$ cat src/rtl/brle_pkg.sv
`default_nettype none
// ----------------------------------------------------------------------------
// brle_pkg: shared types and constants of the byte run-length decoder
// Field widths, tag layout, phase encoding, error and action codes.
// ----------------------------------------------------------------------------
package brle_pkg;

  // length accumulator width and number of tag bits in the first control byte
  localparam int unsigned LEN_WIDTH = 32;
  localparam int unsigned TAG_BITS  = 2;

  // widths of the item fields
  localparam int unsigned ACTION_W = 2;
  localparam int unsigned BYTE_W   = 8;
  localparam int unsigned RUNLEN_W = 32;
  localparam int unsigned ERR_W    = 3;
  localparam int unsigned CFG_W    = 32;
  localparam int unsigned PADDR_W  = 3;

  // register index within the configuration space (paddr bit 2)
  localparam logic REG_OUTPUT_TOTAL = 1'b0;

  typedef enum logic [ACTION_W-1:0] {
    ACT_CTRL = 2'd0,
    ACT_CODE = 2'd1,
    ACT_END  = 2'd2,
    ACT_RSVD = 2'd3
  } action_e;

  typedef enum logic [1:0] {
    RT_ZERO    = 2'd0,
    RT_FF      = 2'd1,
    RT_FILL    = 2'd2,
    RT_LITERAL = 2'd3
  } run_type_e;

  typedef enum logic [2:0] {
    PH_IDLE       = 3'd0,
    PH_CTRL_MORE  = 3'd1,
    PH_NEED_VALUE = 3'd2,
    PH_LITERAL    = 3'd3,
    PH_ENDED      = 3'd4,
    PH_FAULT      = 3'd5
  } phase_e;

  typedef enum logic [ERR_W-1:0] {
    ERR_NONE       = 3'd0,
    ERR_OVERFLOW   = 3'd1,
    ERR_TOO_LONG   = 3'd2,
    ERR_WRONG_KIND = 3'd3,
    ERR_INCOMPLETE = 3'd4
  } err_e;

endpackage
`default_nettype wire

$ cat src/rtl/brle_in_if.sv
`default_nettype none
// ----------------------------------------------------------------------------
// brle_in_if: input channel of the run-length decoder
// Carries one control byte, code byte or end marker per transfer.
// ----------------------------------------------------------------------------
interface brle_in_if;
  logic                             valid;
  logic                             ready;
  logic [brle_pkg::ACTION_W-1:0]    action;
  logic [brle_pkg::BYTE_W-1:0]      in_byte;

  modport source (output valid, output action, output in_byte, input ready);
  modport sink   (input valid, input action, input in_byte, output ready);
endinterface
`default_nettype wire

$ cat src/rtl/brle_out_if.sv
`default_nettype none
// ----------------------------------------------------------------------------
// brle_out_if: result channel of the run-length decoder
// Carries one run descriptor and the decoder status per transfer.
// ----------------------------------------------------------------------------
interface brle_out_if;
  logic                             valid;
  logic                             ready;
  logic                             emit;
  logic [brle_pkg::BYTE_W-1:0]      run_value;
  logic [brle_pkg::RUNLEN_W-1:0]    run_length;
  logic                             need_code;
  logic                             done_res;
  logic [brle_pkg::ERR_W-1:0]       err_code;

  modport source (output valid, output emit, output run_value, output run_length,
                  output need_code, output done_res, output err_code, input ready);
  modport sink   (input valid, input emit, input run_value, input run_length,
                  input need_code, input done_res, input err_code, output ready);
endinterface
`default_nettype wire

$ cat src/rtl/byte_rle_run_decoder.sv
`default_nettype none
// ----------------------------------------------------------------------------
// byte_rle_run_decoder: byte run-length stream decoder
// Turns control and code bytes into run descriptors and stream status.
// ----------------------------------------------------------------------------
// The decoder takes one byte item per clock and answers each with exactly one
// result: a run descriptor when a run is complete plus the current status
// (which stream is needed next, done, sticky error). An input transfer is
// held in the input register, then its result in the result register; the
// sustained rate is one item per cycle while results are taken, as the
// phase, length accumulator and remaining-output counter update per item.
// Input stalls only while a finished result waits to be taken and the input
// register is full. Program output_total over the APB port (byte address 0)
// before the stream; a write also reloads the remaining-output counter.
module byte_rle_run_decoder (
  input  wire                              clk_i,
  input  wire                              rst_ni,
  input  wire                              psel_i,
  input  wire                              penable_i,
  input  wire                              pwrite_i,
  input  wire  [brle_pkg::PADDR_W-1:0]     paddr_i,
  input  wire  [brle_pkg::CFG_W-1:0]       pwdata_i,
  output logic [brle_pkg::CFG_W-1:0]       prdata_o,
  output logic                             pready_o,
  brle_in_if.sink                          in_i,
  brle_out_if.source                       out_o
);

  localparam int unsigned ACC_W     = brle_pkg::LEN_WIDTH;
  localparam int unsigned CMP_W     = (ACC_W > brle_pkg::RUNLEN_W) ? ACC_W
                                                                   : brle_pkg::RUNLEN_W;
  localparam int unsigned TAG_SHIFT = brle_pkg::BYTE_W - brle_pkg::TAG_BITS;
  localparam int unsigned VBITS     = 7 - brle_pkg::TAG_BITS;
  localparam int unsigned OVF_SHIFT = ACC_W - 7;
  localparam logic [brle_pkg::BYTE_W-1:0] VMASK =
    brle_pkg::BYTE_W'((1 << VBITS) - 1);

  // configuration
  logic [brle_pkg::CFG_W-1:0] output_total_q;
  logic                       cfg_wr;

  // input register
  logic                           s1_valid_q;
  brle_pkg::action_e              s1_action_q;
  logic [brle_pkg::BYTE_W-1:0]    s1_byte_q;

  // decoder state
  brle_pkg::phase_e               phase_q, phase_d;
  brle_pkg::run_type_e            rtype_q, rtype_d;
  logic [ACC_W-1:0]               acc_q, acc_d;
  logic [brle_pkg::RUNLEN_W-1:0]  lit_left_q, lit_left_d;
  logic [brle_pkg::RUNLEN_W-1:0]  out_left_q, out_left_d;
  brle_pkg::err_e                 err_q, err_d;

  // run produced by this item
  logic                           run_emit;
  logic [brle_pkg::BYTE_W-1:0]    run_val;
  logic [brle_pkg::RUNLEN_W-1:0]  run_len;

  // result register
  logic                           out_valid_q;
  logic                           emit_q, emit_d;
  logic [brle_pkg::BYTE_W-1:0]    value_q, value_d;
  logic [brle_pkg::RUNLEN_W-1:0]  length_q, length_d;
  logic                           need_q, need_d;
  logic                           done_q, done_d;
  logic [brle_pkg::ERR_W-1:0]     errc_q;

  logic advance;

  assign advance  = s1_valid_q && (!out_valid_q || out_o.ready);
  assign in_i.ready = !s1_valid_q || advance;

  // APB register
  assign pready_o = 1'b1;
  assign cfg_wr   = psel_i && penable_i && pwrite_i &&
                    (paddr_i[2] == brle_pkg::REG_OUTPUT_TOTAL);

  always_comb begin
    if (paddr_i[2] == brle_pkg::REG_OUTPUT_TOTAL) begin
      prdata_o = output_total_q;
    end else begin
      prdata_o = '0;
    end
  end

  always_ff @(posedge clk_i or negedge rst_ni) begin
    if (!rst_ni) begin
      output_total_q <= '0;
    end else if (cfg_wr) begin
      output_total_q <= pwdata_i;
    end
  end

  // input register
  always_ff @(posedge clk_i or negedge rst_ni) begin
    if (!rst_ni) begin
      s1_valid_q <= 1'b0;
    end else if (in_i.ready) begin
      s1_valid_q <= in_i.valid;
    end
  end

  always_ff @(posedge clk_i) begin
    if (in_i.ready && in_i.valid) begin
      s1_action_q <= brle_pkg::action_e'(in_i.action);
      s1_byte_q   <= in_i.in_byte;
    end
  end

  // next state of the decoder for the item in the input register
  always_comb begin
    logic [ACC_W-1:0]               acc_new;
    logic [CMP_W-1:0]               acc_cmp;
    logic [CMP_W-1:0]               left_cmp;
    logic [brle_pkg::RUNLEN_W-1:0]  len;
    logic                           more;
    logic                           group;
    brle_pkg::run_type_e            rt_new;

    phase_d    = phase_q;
    rtype_d    = rtype_q;
    acc_d      = acc_q;
    lit_left_d = lit_left_q;
    out_left_d = out_left_q;
    err_d      = err_q;
    run_emit   = 1'b0;
    run_val    = '0;
    run_len    = '0;
    acc_new    = '0;
    more       = 1'b0;
    group      = 1'b0;
    rt_new     = rtype_q;

    if (phase_q != brle_pkg::PH_FAULT) begin
      case (s1_action_q)
        brle_pkg::ACT_END: begin
          if (phase_q == brle_pkg::PH_ENDED) begin
            phase_d = brle_pkg::PH_ENDED;
          end else if (phase_q == brle_pkg::PH_IDLE && out_left_q == '0) begin
            phase_d = brle_pkg::PH_ENDED;
          end else begin
            err_d   = brle_pkg::ERR_INCOMPLETE;
            phase_d = brle_pkg::PH_FAULT;
          end
        end
        brle_pkg::ACT_CTRL: begin
          if (phase_q == brle_pkg::PH_IDLE) begin
            rt_new  = brle_pkg::run_type_e'(2'(s1_byte_q >> TAG_SHIFT));
            rtype_d = rt_new;
            acc_new = ACC_W'(s1_byte_q & VMASK);
            more    = s1_byte_q[VBITS];
            group   = 1'b1;
          end else if (phase_q == brle_pkg::PH_CTRL_MORE) begin
            acc_new = (acc_q << 7) | ACC_W'(s1_byte_q[6:0]);
            more    = s1_byte_q[7];
            group   = 1'b1;
          end else begin
            err_d   = brle_pkg::ERR_WRONG_KIND;
            phase_d = brle_pkg::PH_FAULT;
          end
        end
        brle_pkg::ACT_CODE: begin
          if (phase_q == brle_pkg::PH_NEED_VALUE) begin
            run_emit   = 1'b1;
            run_val    = s1_byte_q;
            run_len    = lit_left_q;
            lit_left_d = '0;
            phase_d    = brle_pkg::PH_IDLE;
          end else if (phase_q == brle_pkg::PH_LITERAL) begin
            run_emit   = 1'b1;
            run_val    = s1_byte_q;
            run_len    = brle_pkg::RUNLEN_W'(1);
            lit_left_d = lit_left_q - brle_pkg::RUNLEN_W'(1);
            if (lit_left_q == brle_pkg::RUNLEN_W'(1)) begin
              phase_d = brle_pkg::PH_IDLE;
            end
          end else begin
            err_d   = brle_pkg::ERR_WRONG_KIND;
            phase_d = brle_pkg::PH_FAULT;
          end
        end
        default: begin
          phase_d = phase_q;
        end
      endcase
    end

    // close a varint group: continue, overflow, reject a too-long length, or finish it
    acc_cmp  = CMP_W'(acc_new);
    left_cmp = CMP_W'(out_left_q);
    len      = brle_pkg::RUNLEN_W'(acc_cmp) + brle_pkg::RUNLEN_W'(1);
    if (group) begin
      if (more) begin
        if ((acc_new >> OVF_SHIFT) != '0) begin
          err_d   = brle_pkg::ERR_OVERFLOW;
          phase_d = brle_pkg::PH_FAULT;
        end else begin
          acc_d   = acc_new;
          phase_d = brle_pkg::PH_CTRL_MORE;
        end
      end else if (acc_cmp >= left_cmp) begin
        err_d   = brle_pkg::ERR_TOO_LONG;
        phase_d = brle_pkg::PH_FAULT;
      end else begin
        out_left_d = out_left_q - len;
        acc_d      = '0;
        case (rt_new)
          brle_pkg::RT_ZERO: begin
            run_emit = 1'b1;
            run_val  = '0;
            run_len  = len;
            phase_d  = brle_pkg::PH_IDLE;
          end
          brle_pkg::RT_FF: begin
            run_emit = 1'b1;
            run_val  = '1;
            run_len  = len;
            phase_d  = brle_pkg::PH_IDLE;
          end
          brle_pkg::RT_FILL: begin
            lit_left_d = len;
            phase_d    = brle_pkg::PH_NEED_VALUE;
          end
          default: begin
            lit_left_d = len;
            phase_d    = brle_pkg::PH_LITERAL;
          end
        endcase
      end
    end
  end

  // result fields from the next state
  always_comb begin
    if (phase_d == brle_pkg::PH_FAULT) begin
      emit_d   = 1'b0;
      value_d  = '0;
      length_d = '0;
    end else begin
      emit_d   = run_emit;
      value_d  = run_val;
      length_d = run_len;
    end
    need_d = (phase_d == brle_pkg::PH_NEED_VALUE) || (phase_d == brle_pkg::PH_LITERAL);
    done_d = ((phase_d == brle_pkg::PH_IDLE) || (phase_d == brle_pkg::PH_ENDED)) &&
             (out_left_d == '0) && (err_d == brle_pkg::ERR_NONE);
  end

  always_ff @(posedge clk_i or negedge rst_ni) begin
    if (!rst_ni) begin
      phase_q    <= brle_pkg::PH_IDLE;
      rtype_q    <= brle_pkg::RT_ZERO;
      acc_q      <= '0;
      lit_left_q <= '0;
      out_left_q <= '0;
      err_q      <= brle_pkg::ERR_NONE;
    end else begin
      if (advance) begin
        phase_q    <= phase_d;
        rtype_q    <= rtype_d;
        acc_q      <= acc_d;
        lit_left_q <= lit_left_d;
        err_q      <= err_d;
      end
      // a register write reloads the remaining count, keeping the position
      if (cfg_wr) begin
        out_left_q <= pwdata_i;
      end else if (advance) begin
        out_left_q <= out_left_d;
      end
    end
  end

  // result register
  always_ff @(posedge clk_i or negedge rst_ni) begin
    if (!rst_ni) begin
      out_valid_q <= 1'b0;
    end else if (advance) begin
      out_valid_q <= 1'b1;
    end else if (out_o.ready) begin
      out_valid_q <= 1'b0;
    end
  end

  always_ff @(posedge clk_i) begin
    if (advance) begin
      emit_q   <= emit_d;
      value_q  <= value_d;
      length_q <= length_d;
      need_q   <= need_d;
      done_q   <= done_d;
      errc_q   <= err_d;
    end
  end

  assign out_o.valid      = out_valid_q;
  assign out_o.emit       = emit_q;
  assign out_o.run_value  = value_q;
  assign out_o.run_length = length_q;
  assign out_o.need_code  = need_q;
  assign out_o.done_res   = done_q;
  assign out_o.err_code   = errc_q;

`ifndef ASSERT_OFF
  // a run is never reported together with an error
  a_emit_no_err: assert property (@(posedge clk_i) disable iff (!rst_ni)
    (out_valid_q && emit_q) |-> (errc_q == brle_pkg::ERR_NONE))
    else $error("run emitted with error set");

  // errors stick until reset
  a_err_sticky: assert property (@(posedge clk_i) disable iff (!rst_ni)
    (err_q != brle_pkg::ERR_NONE) |=> (err_q == $past(err_q)))
    else $error("error code changed after being set");

  // done implies no pending code byte and no error
  a_done_clean: assert property (@(posedge clk_i) disable iff (!rst_ni)
    (out_valid_q && done_q) |-> (!need_q && errc_q == brle_pkg::ERR_NONE))
    else $error("done reported with pending work or error");

  // input stalls only behind a held result
  a_no_idle_stall: assert property (@(posedge clk_i) disable iff (!rst_ni)
    !in_i.ready |-> (s1_valid_q && out_valid_q && !out_o.ready))
    else $error("input stalled without a held result");
`endif

endmodule
`default_nettype wire

$ cat src/flat_wrapper.sv
// flat-port wrapper written by rule: the top's interface ports become plain ports
module byte_rle_run_decoder_flat 
  (clk_i, rst_ni, psel_i, penable_i, pwrite_i, paddr_i, pwdata_i, prdata_o, pready_o, in_i_valid, in_i_action, in_i_in_byte, in_i_ready, out_o_valid, out_o_emit, out_o_run_value, out_o_run_length, out_o_need_code, out_o_done_res, out_o_err_code, out_o_ready);
  brle_in_if in_i_i ();
  brle_out_if out_o_i ();
  input  wire clk_i;
  input  wire rst_ni;
  input  wire psel_i;
  input  wire penable_i;
  input  wire pwrite_i;
  input  wire  [brle_pkg::PADDR_W-1:0] paddr_i;
  input  wire  [brle_pkg::CFG_W-1:0] pwdata_i;
  output logic [brle_pkg::CFG_W-1:0] prdata_o;
  output logic pready_o;
  input wire logic [$bits(in_i_i.valid)-1:0] in_i_valid;
  input wire logic [$bits(in_i_i.action)-1:0] in_i_action;
  input wire logic [$bits(in_i_i.in_byte)-1:0] in_i_in_byte;
  output wire logic [$bits(in_i_i.ready)-1:0] in_i_ready;
  output wire logic [$bits(out_o_i.valid)-1:0] out_o_valid;
  output wire logic [$bits(out_o_i.emit)-1:0] out_o_emit;
  output wire logic [$bits(out_o_i.run_value)-1:0] out_o_run_value;
  output wire logic [$bits(out_o_i.run_length)-1:0] out_o_run_length;
  output wire logic [$bits(out_o_i.need_code)-1:0] out_o_need_code;
  output wire logic [$bits(out_o_i.done_res)-1:0] out_o_done_res;
  output wire logic [$bits(out_o_i.err_code)-1:0] out_o_err_code;
  input wire logic [$bits(out_o_i.ready)-1:0] out_o_ready;
  assign in_i_i.valid = in_i_valid;
  assign in_i_i.action = in_i_action;
  assign in_i_i.in_byte = in_i_in_byte;
  assign in_i_ready = in_i_i.ready;
  assign out_o_valid = out_o_i.valid;
  assign out_o_emit = out_o_i.emit;
  assign out_o_run_value = out_o_i.run_value;
  assign out_o_run_length = out_o_i.run_length;
  assign out_o_need_code = out_o_i.need_code;
  assign out_o_done_res = out_o_i.done_res;
  assign out_o_err_code = out_o_i.err_code;
  assign out_o_i.ready = out_o_ready;
  byte_rle_run_decoder u_core (.clk_i(clk_i), .rst_ni(rst_ni), .psel_i(psel_i), .penable_i(penable_i), .pwrite_i(pwrite_i), .paddr_i(paddr_i), .pwdata_i(pwdata_i), .prdata_o(prdata_o), .pready_o(pready_o), .in_i(in_i_i), .out_o(out_o_i));
endmodule
$ cat config.mk
export PLATFORM = sky130hd
export DESIGN_NAME = byte_rle_run_decoder_flat
export DESIGN_NICKNAME = d
export VERILOG_FILES = /design/src/rtl/brle_pkg.sv /design/src/rtl/brle_in_if.sv /design/src/rtl/brle_out_if.sv /design/src/rtl/byte_rle_run_decoder.sv /design/src/flat_wrapper.sv
export SDC_FILE = /design/constraint.sdc
export NUM_CORES = 1
export LEC_CHECK = 0
export ABC_AREA = 1
export BUFFER_PORTS_ARGS = -buffer_cell sky130_fd_sc_hd__buf_2
export CAP_MARGIN = 20
export CORE_MARGIN = 10
export CORE_UTILIZATION = 50
export DETAILED_ROUTE_END_ITERATION = 16
export MAX_ROUTING_LAYER = met4
export PLACE_DENSITY = 0.69
export SLEW_MARGIN = 20
export SYNTH_ARGS = -nofsm -noshare
export SYNTH_HDL_FRONTEND = slang
export SYNTH_SLANG_ARGS = --single-unit
export TNS_END_PERCENT = 50
$ cat constraint.sdc
create_clock -name clk_i -period 4.6 [get_ports clk_i]
set_clock_uncertainty 0.1 [all_clocks]
set_input_delay 0.69 -clock clk_i [delete_from_list [all_inputs] [get_ports clk_i]]
set_output_delay 0.69 -clock clk_i [all_outputs]
set_load 0.05 [all_outputs]
=== Yosys cells after proc, flatten, opt, wreduce, memory -nomap -nowiden ===
Index checks and enable logic that the tools add are counted.

* Logic and storage cells: 149
* Register bits: 187

* Magnitude comparators: 1
* Equal/unequal tests: 16
* Mux-type cells: 84
* Add/sub/neg operators: 3
* Reductions and logical operators: 26
* Bitwise logic cells: 2

{| class="wikitable"
|+ Operator list
! cell !! count
|-
| $mux W32 || 25
|-
| $mux W25 || 3
|-
| $mux W3 || 22
|-
| $logic_not A32 Y1 || 2
|-
| $mux W8 || 7
|-
| $add A32 B1 Y32 const B || 1
|-
| $eq A32 B1 Y1 const B || 1
|-
| $ge A32 B32 Y1 || 1
|-
| $or A32 B7 Y32 || 1
|-
| $reduce_bool A32 Y1 || 1
|-
| $sub A32 B1 Y32 const B || 1
|-
| $sub A32 B32 Y32 || 1
|-
| $mux W1 || 20
|-
| $pmux W3 S3 || 2
|-
| $pmux W8 S2 || 1
|-
| $eq A3 B2 Y1 const B || 4
|-
| $eq A3 B3 Y1 const B || 3
|-
| $logic_not A3 Y1 || 3
|-
| $logic_and A1 B1 Y1 || 8
|-
| $mux W2 || 3
|-
| $eq A2 B1 Y1 const B || 2
|-
| $eq A2 B2 Y1 const B || 2
|-
| $logic_not A2 Y1 || 2
|-
| $logic_or A1 B1 Y1 || 4
|-
| other kinds (10) || 12
|}

=== Logic depth before layout (Yosys ltp) ===
* Depth in word-level cells: 14
* Depth in mapped cells: 32
* Gate-level depth less buffers: 30

=== Worst setup path before layout ===
No wires, ideal clock.

* Path type: register -> register
* From: register u_core.phase_q[1]
* To: register u_core.done_q, in the netlist u_core.out_o.done_res, data pin
* Arrival: 3.485 ns
* Required time: 4.248 ns
* Clock period less this slack: 3.836 ns
* Slack: 0.764 ns
* Cell stages (with the launch flop): 31
* Cells stage by stage: dfrtp_1 nor2_8 nand2_4 buf_6 nor2_4 ha_1 inv_1 nand2_1 nand2_1 ha_1 a21oi_1 nand2_1 a21o_1 a21oi_1 nor2_1 nand2_1 nand2_1 nand2_1 nand2_1 nand2_1 nand2_1 nand3_1 nand2_1 nand2_1 nand3_1 nand3_1 nand2_1 nand2_1 nor2_1 nand3_1 nor2_1

* Cells in the longest elaborated chain, start to end: 14
* Elaborated cells on any way between the ends: 66
* Classes of those cells: 2 x add/sub; 1 x order compare; 8 x eq/ne; 44 x mux; 11 x reduce/logical

{| class="wikitable"
|+ RTL lines
! what !! line !! RTL
|-
| start, declared || byte_rle_run_decoder.sv:48 || <nowiki>brle_pkg::phase_e phase_q, phase_d;</nowiki>
|-
| start signal, assigned || byte_rle_run_decoder.sv:252 || <nowiki>phase_q <= brle_pkg::PH_IDLE;</nowiki>
|-
| start signal, assigned || byte_rle_run_decoder.sv:260 || <nowiki>phase_q <= phase_d;</nowiki>
|-
| parallel branches: the longest is 13 deep, another holds $add A32 B1 Y32 || -- ||
|-
| $logic_and A1 B1 Y1 (*) || byte_rle_run_decoder.sv:247 || <nowiki>(out_left_d == '0) && (err_d == brle_pkg::ERR_NONE);</nowiki>
|-
| net u_core.done_d || byte_rle_run_decoder.sv:66 || <nowiki>logic done_q, done_d;</nowiki>
|-
| end signal, assigned || byte_rle_run_decoder.sv:292 || <nowiki>done_q <= done_d;</nowiki>
|-
| end, declared || byte_rle_run_decoder.sv:66 ||
|}

Mark *: on every way through the listed nets, which the timed path passes.
A chain may end at the register's enable or synchronous reset.

=== Worst setup path in the final report ===
* From: register u_core.s1_action_q[1]
* To: register u_core.done_q, in the netlist u_core.out_o.done_res, data pin

* Cells in the longest elaborated chain, start to end: 13
* Elaborated cells on any way between the ends: 42
* Classes of those cells: 2 x add/sub; 1 x order compare; 5 x eq/ne; 24 x mux; 10 x reduce/logical

{| class="wikitable"
|+ RTL lines
! what !! line !! RTL
|-
| start, declared || byte_rle_run_decoder.sv:44 || <nowiki>brle_pkg::action_e s1_action_q;</nowiki>
|-
| start signal, assigned || byte_rle_run_decoder.sv:106 || <nowiki>s1_action_q <= brle_pkg::action_e'(in_i.action);</nowiki>
|-
| parallel branches: the longest is 12 deep, another holds $add A32 B1 Y32 || -- ||
|-
| $logic_and A1 B1 Y1 (*) || byte_rle_run_decoder.sv:247 ||
|-
| net u_core.done_d || byte_rle_run_decoder.sv:66 ||
|}

Marks and branches as above.

==> results.ini <==
[status]
status = finished, final reports clean

[synth]
syn_inst = 2052
yosys.area.top_type_share_pct = 23.4
synth_xor_xnor_area_share_pct = 1.06
ys_types = 55
synth_compound_area_share_pct = 14.3
ys_top_cells_by_count = 506 x nand2_1, 271 x inv_1, 231 x nor2_1
yosysSeqAreaShare_pct = 35.4
synth_fa_ha_area_share_pct = 4.16
synth-edff-count = 56
synth_simple_gate_area_share_pct = 35.3
synth_nets = 2150
syn-cell-area_um2 = 14000
synthFlopType = dfrtp_1
yosys-top-cells-area = dfrtp_1 23%, nand2_1 14%, edfxtp_1 12%, inv_1 7.3%, nand3_1 7.0%
synth_top_family_by_area = simple AND/OR/NAND/NOR gates
yosys.area.top_type = dfrtp_1
synth-seq-cells = 187
avgSynthCellArea_um2 = 6.82
synth_warnings = 0
yosysMostFrequentCell = nand2_1
async_reset_ff_share_pct = 70.1
synth_mux_area_share_pct = 0

[worst_setup_path]
r2r-start = u_core.s1_action_q[1]
end_kind = flip-flop
arrival_ns = 4.57
reg2reg_to = u_core.out_o.done_res
critPathMostFrequentCell = nand2_1
r2r_slack_ns = 0.26
crit_type = flip-flop to flip-flop
crit_required_ns = 4.83
cp_max_fo = 14
worstSetupStartpointType = flip-flop
cpMaxStageDelayCell = edfxtp_1
cp_slowest_stage_delay_ns = 0.43
reg2reg_depth = 26

[global_route]
grt_overflow = 0
first_global_vias = 14392
antenna_found_initial = 0
grtUsageTotal_pct = 28.9
grt_pass1_wl_um = 78400
grt_max_degree = 102

[clock_network]
cts_buffers = 17
path_clk_slew_ns = 0.08
clock_path_buffers = 2
cts-root-buf = clkbuf_16
cts_tree = yes
ctsHtreeMaxLevel = 4
clkLatencyLatePin_ns = 0.47
cts_sinks = 187

[power]
peakVddDrop_v = 0.000370
power.leakage_uw = 0.00823
p_clk_share_pct = 15.3
switching_share_pct = 50.4
p_switching_uw = 5080
combPwrFrac_pct = 58.0
total_power_uw = 10100
power_density_nw_per_um2 = 595
seq_power_share_pct = 26.7
internal_power_uw = 5010

[routing]
drt_iter0_markers = 1413
drc = 0
wl_per_cell_um = 18.6
first_pass_iters = 5
wl_um = 50000
avgViaCountPerCell = 5.53
ant_nets = 0
vias = 14916

[sta]
slew_headroom_pct = 32.3
drv_slew = 0
min_period_ns = 4.34
post-route-period-util_pct = 94.4
finalHoldViolations = 0
worstMarginPinSlew_ns = 1.02
fmax_mhz = 230
setup_violations = 0

[hold_path]
hp-class = input pin to asynchronous set/reset pin

[floorplan]
core_area_um2 = 27700
die_h_um = 187
pin_count = 133
fp.dieArea_um2 = 35100
fp-row-count = 61
start_util_pct = 50.5
fp.dieW_um = 187

[cells_and_area]
drive_gt1_share_pct = 19.9
area_growth_pct = 21.0
num_antenna_cells = 0
fin_area_um2 = 16900
nets = 2402
final_core_util_pct = 61.2

[place]
hpwl_um = 39400
io_buffers = 129
place_area_um2 = 16000
gp_congestion = 1.06

[flow_run]
maxCapViolations = 0

## final cells by class
type	count	area (um2)
Multi-Input combinational cell	1517	7900
Inverter	288	1080
Sequential cell	187	4960
Fill cell	2691	10800
Clock inverter	15	179
Tap cell	378	473
Timing Repair Buffer	293	1920
Clock buffer	17	425
## repair_timing
action                     4_1_cts  5_1_grt
resized for setup                0       51
cloned                           0        1
setup endpoints to repair        1        7
setup buffers                    2       10
hold buffers                     0        0
pin swaps                        1       10
## critical path, delay by kind of cell, from the launching register on
kind | cells | cell delay [ns]
AOI/OAI and AO/OA | 1 | 0.11
buffers and inverters | 5 | 0.81
DFF | 1 | 0.43
and+or+nand+nor | 19 | 2.58
adders and majority gates | 1 | 0.13
## flip-flops by register name (all words and copies together), names as in the netlist, 8 cells and up
signal	flops
u_core.acc_q	25
u_core.lit_left_q	32
u_core.out_left_q	32
u_core.out_o.run_length	32
u_core.out_o.run_value	8
u_core.output_total_q	32
u_core.s1_byte_q	8
## kinds of logic after synthesis
family / after synthesis
fa+ha+maj: 46
compound gates: 351
buf+inv: 348
flops: 187
other cells: 1
xor+xnor: 17
simple gates: 1102
## metal layers
metal / GRT usage (%) / vias to the layer above / part of all wire [%]
li1: - / 7347 / -
met1: 38.1 / 6919 / 46
met2: 43.8 / 560 / 45
met3: 4.55 / 90 / 6.4
met4: 11.5 / 0 / 3.4
met5: - / - / 0
## metrics by stage
step | setup TNS [ns] | instances | hold slack [ns] | worst slack [ns]
4_1_cts | 0 | 2684 | 0.274 | 0.0764
3_5_place_dp | -0.0364 | 2650 | 0.378 | -0.0364
3_3_place_gp | 0 | 2650 | 0.366 | 0.0364
5_1_grt | -0.0962 | 2695 | 0.280 | -0.0962
6_report | 0 | 2695 | 0.231 | 0.259
2_1_floorplan | 0 | 2052 | 0.294 | 0.764
## placed cells by master (no fill, tap or decap), types with 55 or more instances in the layout
cell        n
nand4_1    55
dfrtp_1   130
buf_2     129
nand2_1   504
nor2_1    215
buf_4     159
edfxtp_1   56
a21oi_1    65
nand3_1   193
o21ai_0   155
inv_1     268
## worst max path at each step
| stage | from | cells after the start | endpoint | slack (ns) |
|---|---|---|---|---|
| floorplan | u_core.phase_q[1] | 30 | u_core.out_o.done_res | 0.76 |
| global placement | u_core.phase_q[1] | 28 | u_core.out_o.done_res | 0.04 |
| detailed placement | u_core.phase_q[1] | 26 | u_core.out_o.done_res | -0.04 |
| CTS | u_core.phase_q[1] | 26 | u_core.out_o.done_res | 0.08 |
| global route | u_core.s1_action_q[1] | 25 | u_core.out_o.done_res | -0.1 |
| finish | u_core.s1_action_q[1] | 26 | u_core.out_o.done_res | 0.26 |
## power by group through the flow
| stage | Clock [uW] | Sequential (uW) | Combinational [uW] |
|---|---|---|---|
| 3_3_place_gp | 0 | 2690 | 5530 |
| 2_1_floorplan | 0 | 2780 | 3670 |
| 4_1_cts | 1560 | 2670 | 5630 |
| 6_report | 1540 | 2690 | 5850 |
| 5_1_grt | 1620 | 2750 | 6530 |
| 3_5_place_dp | 0 | 2700 | 5600 |
Note: power is estimated with default switching activity, not from simulation.
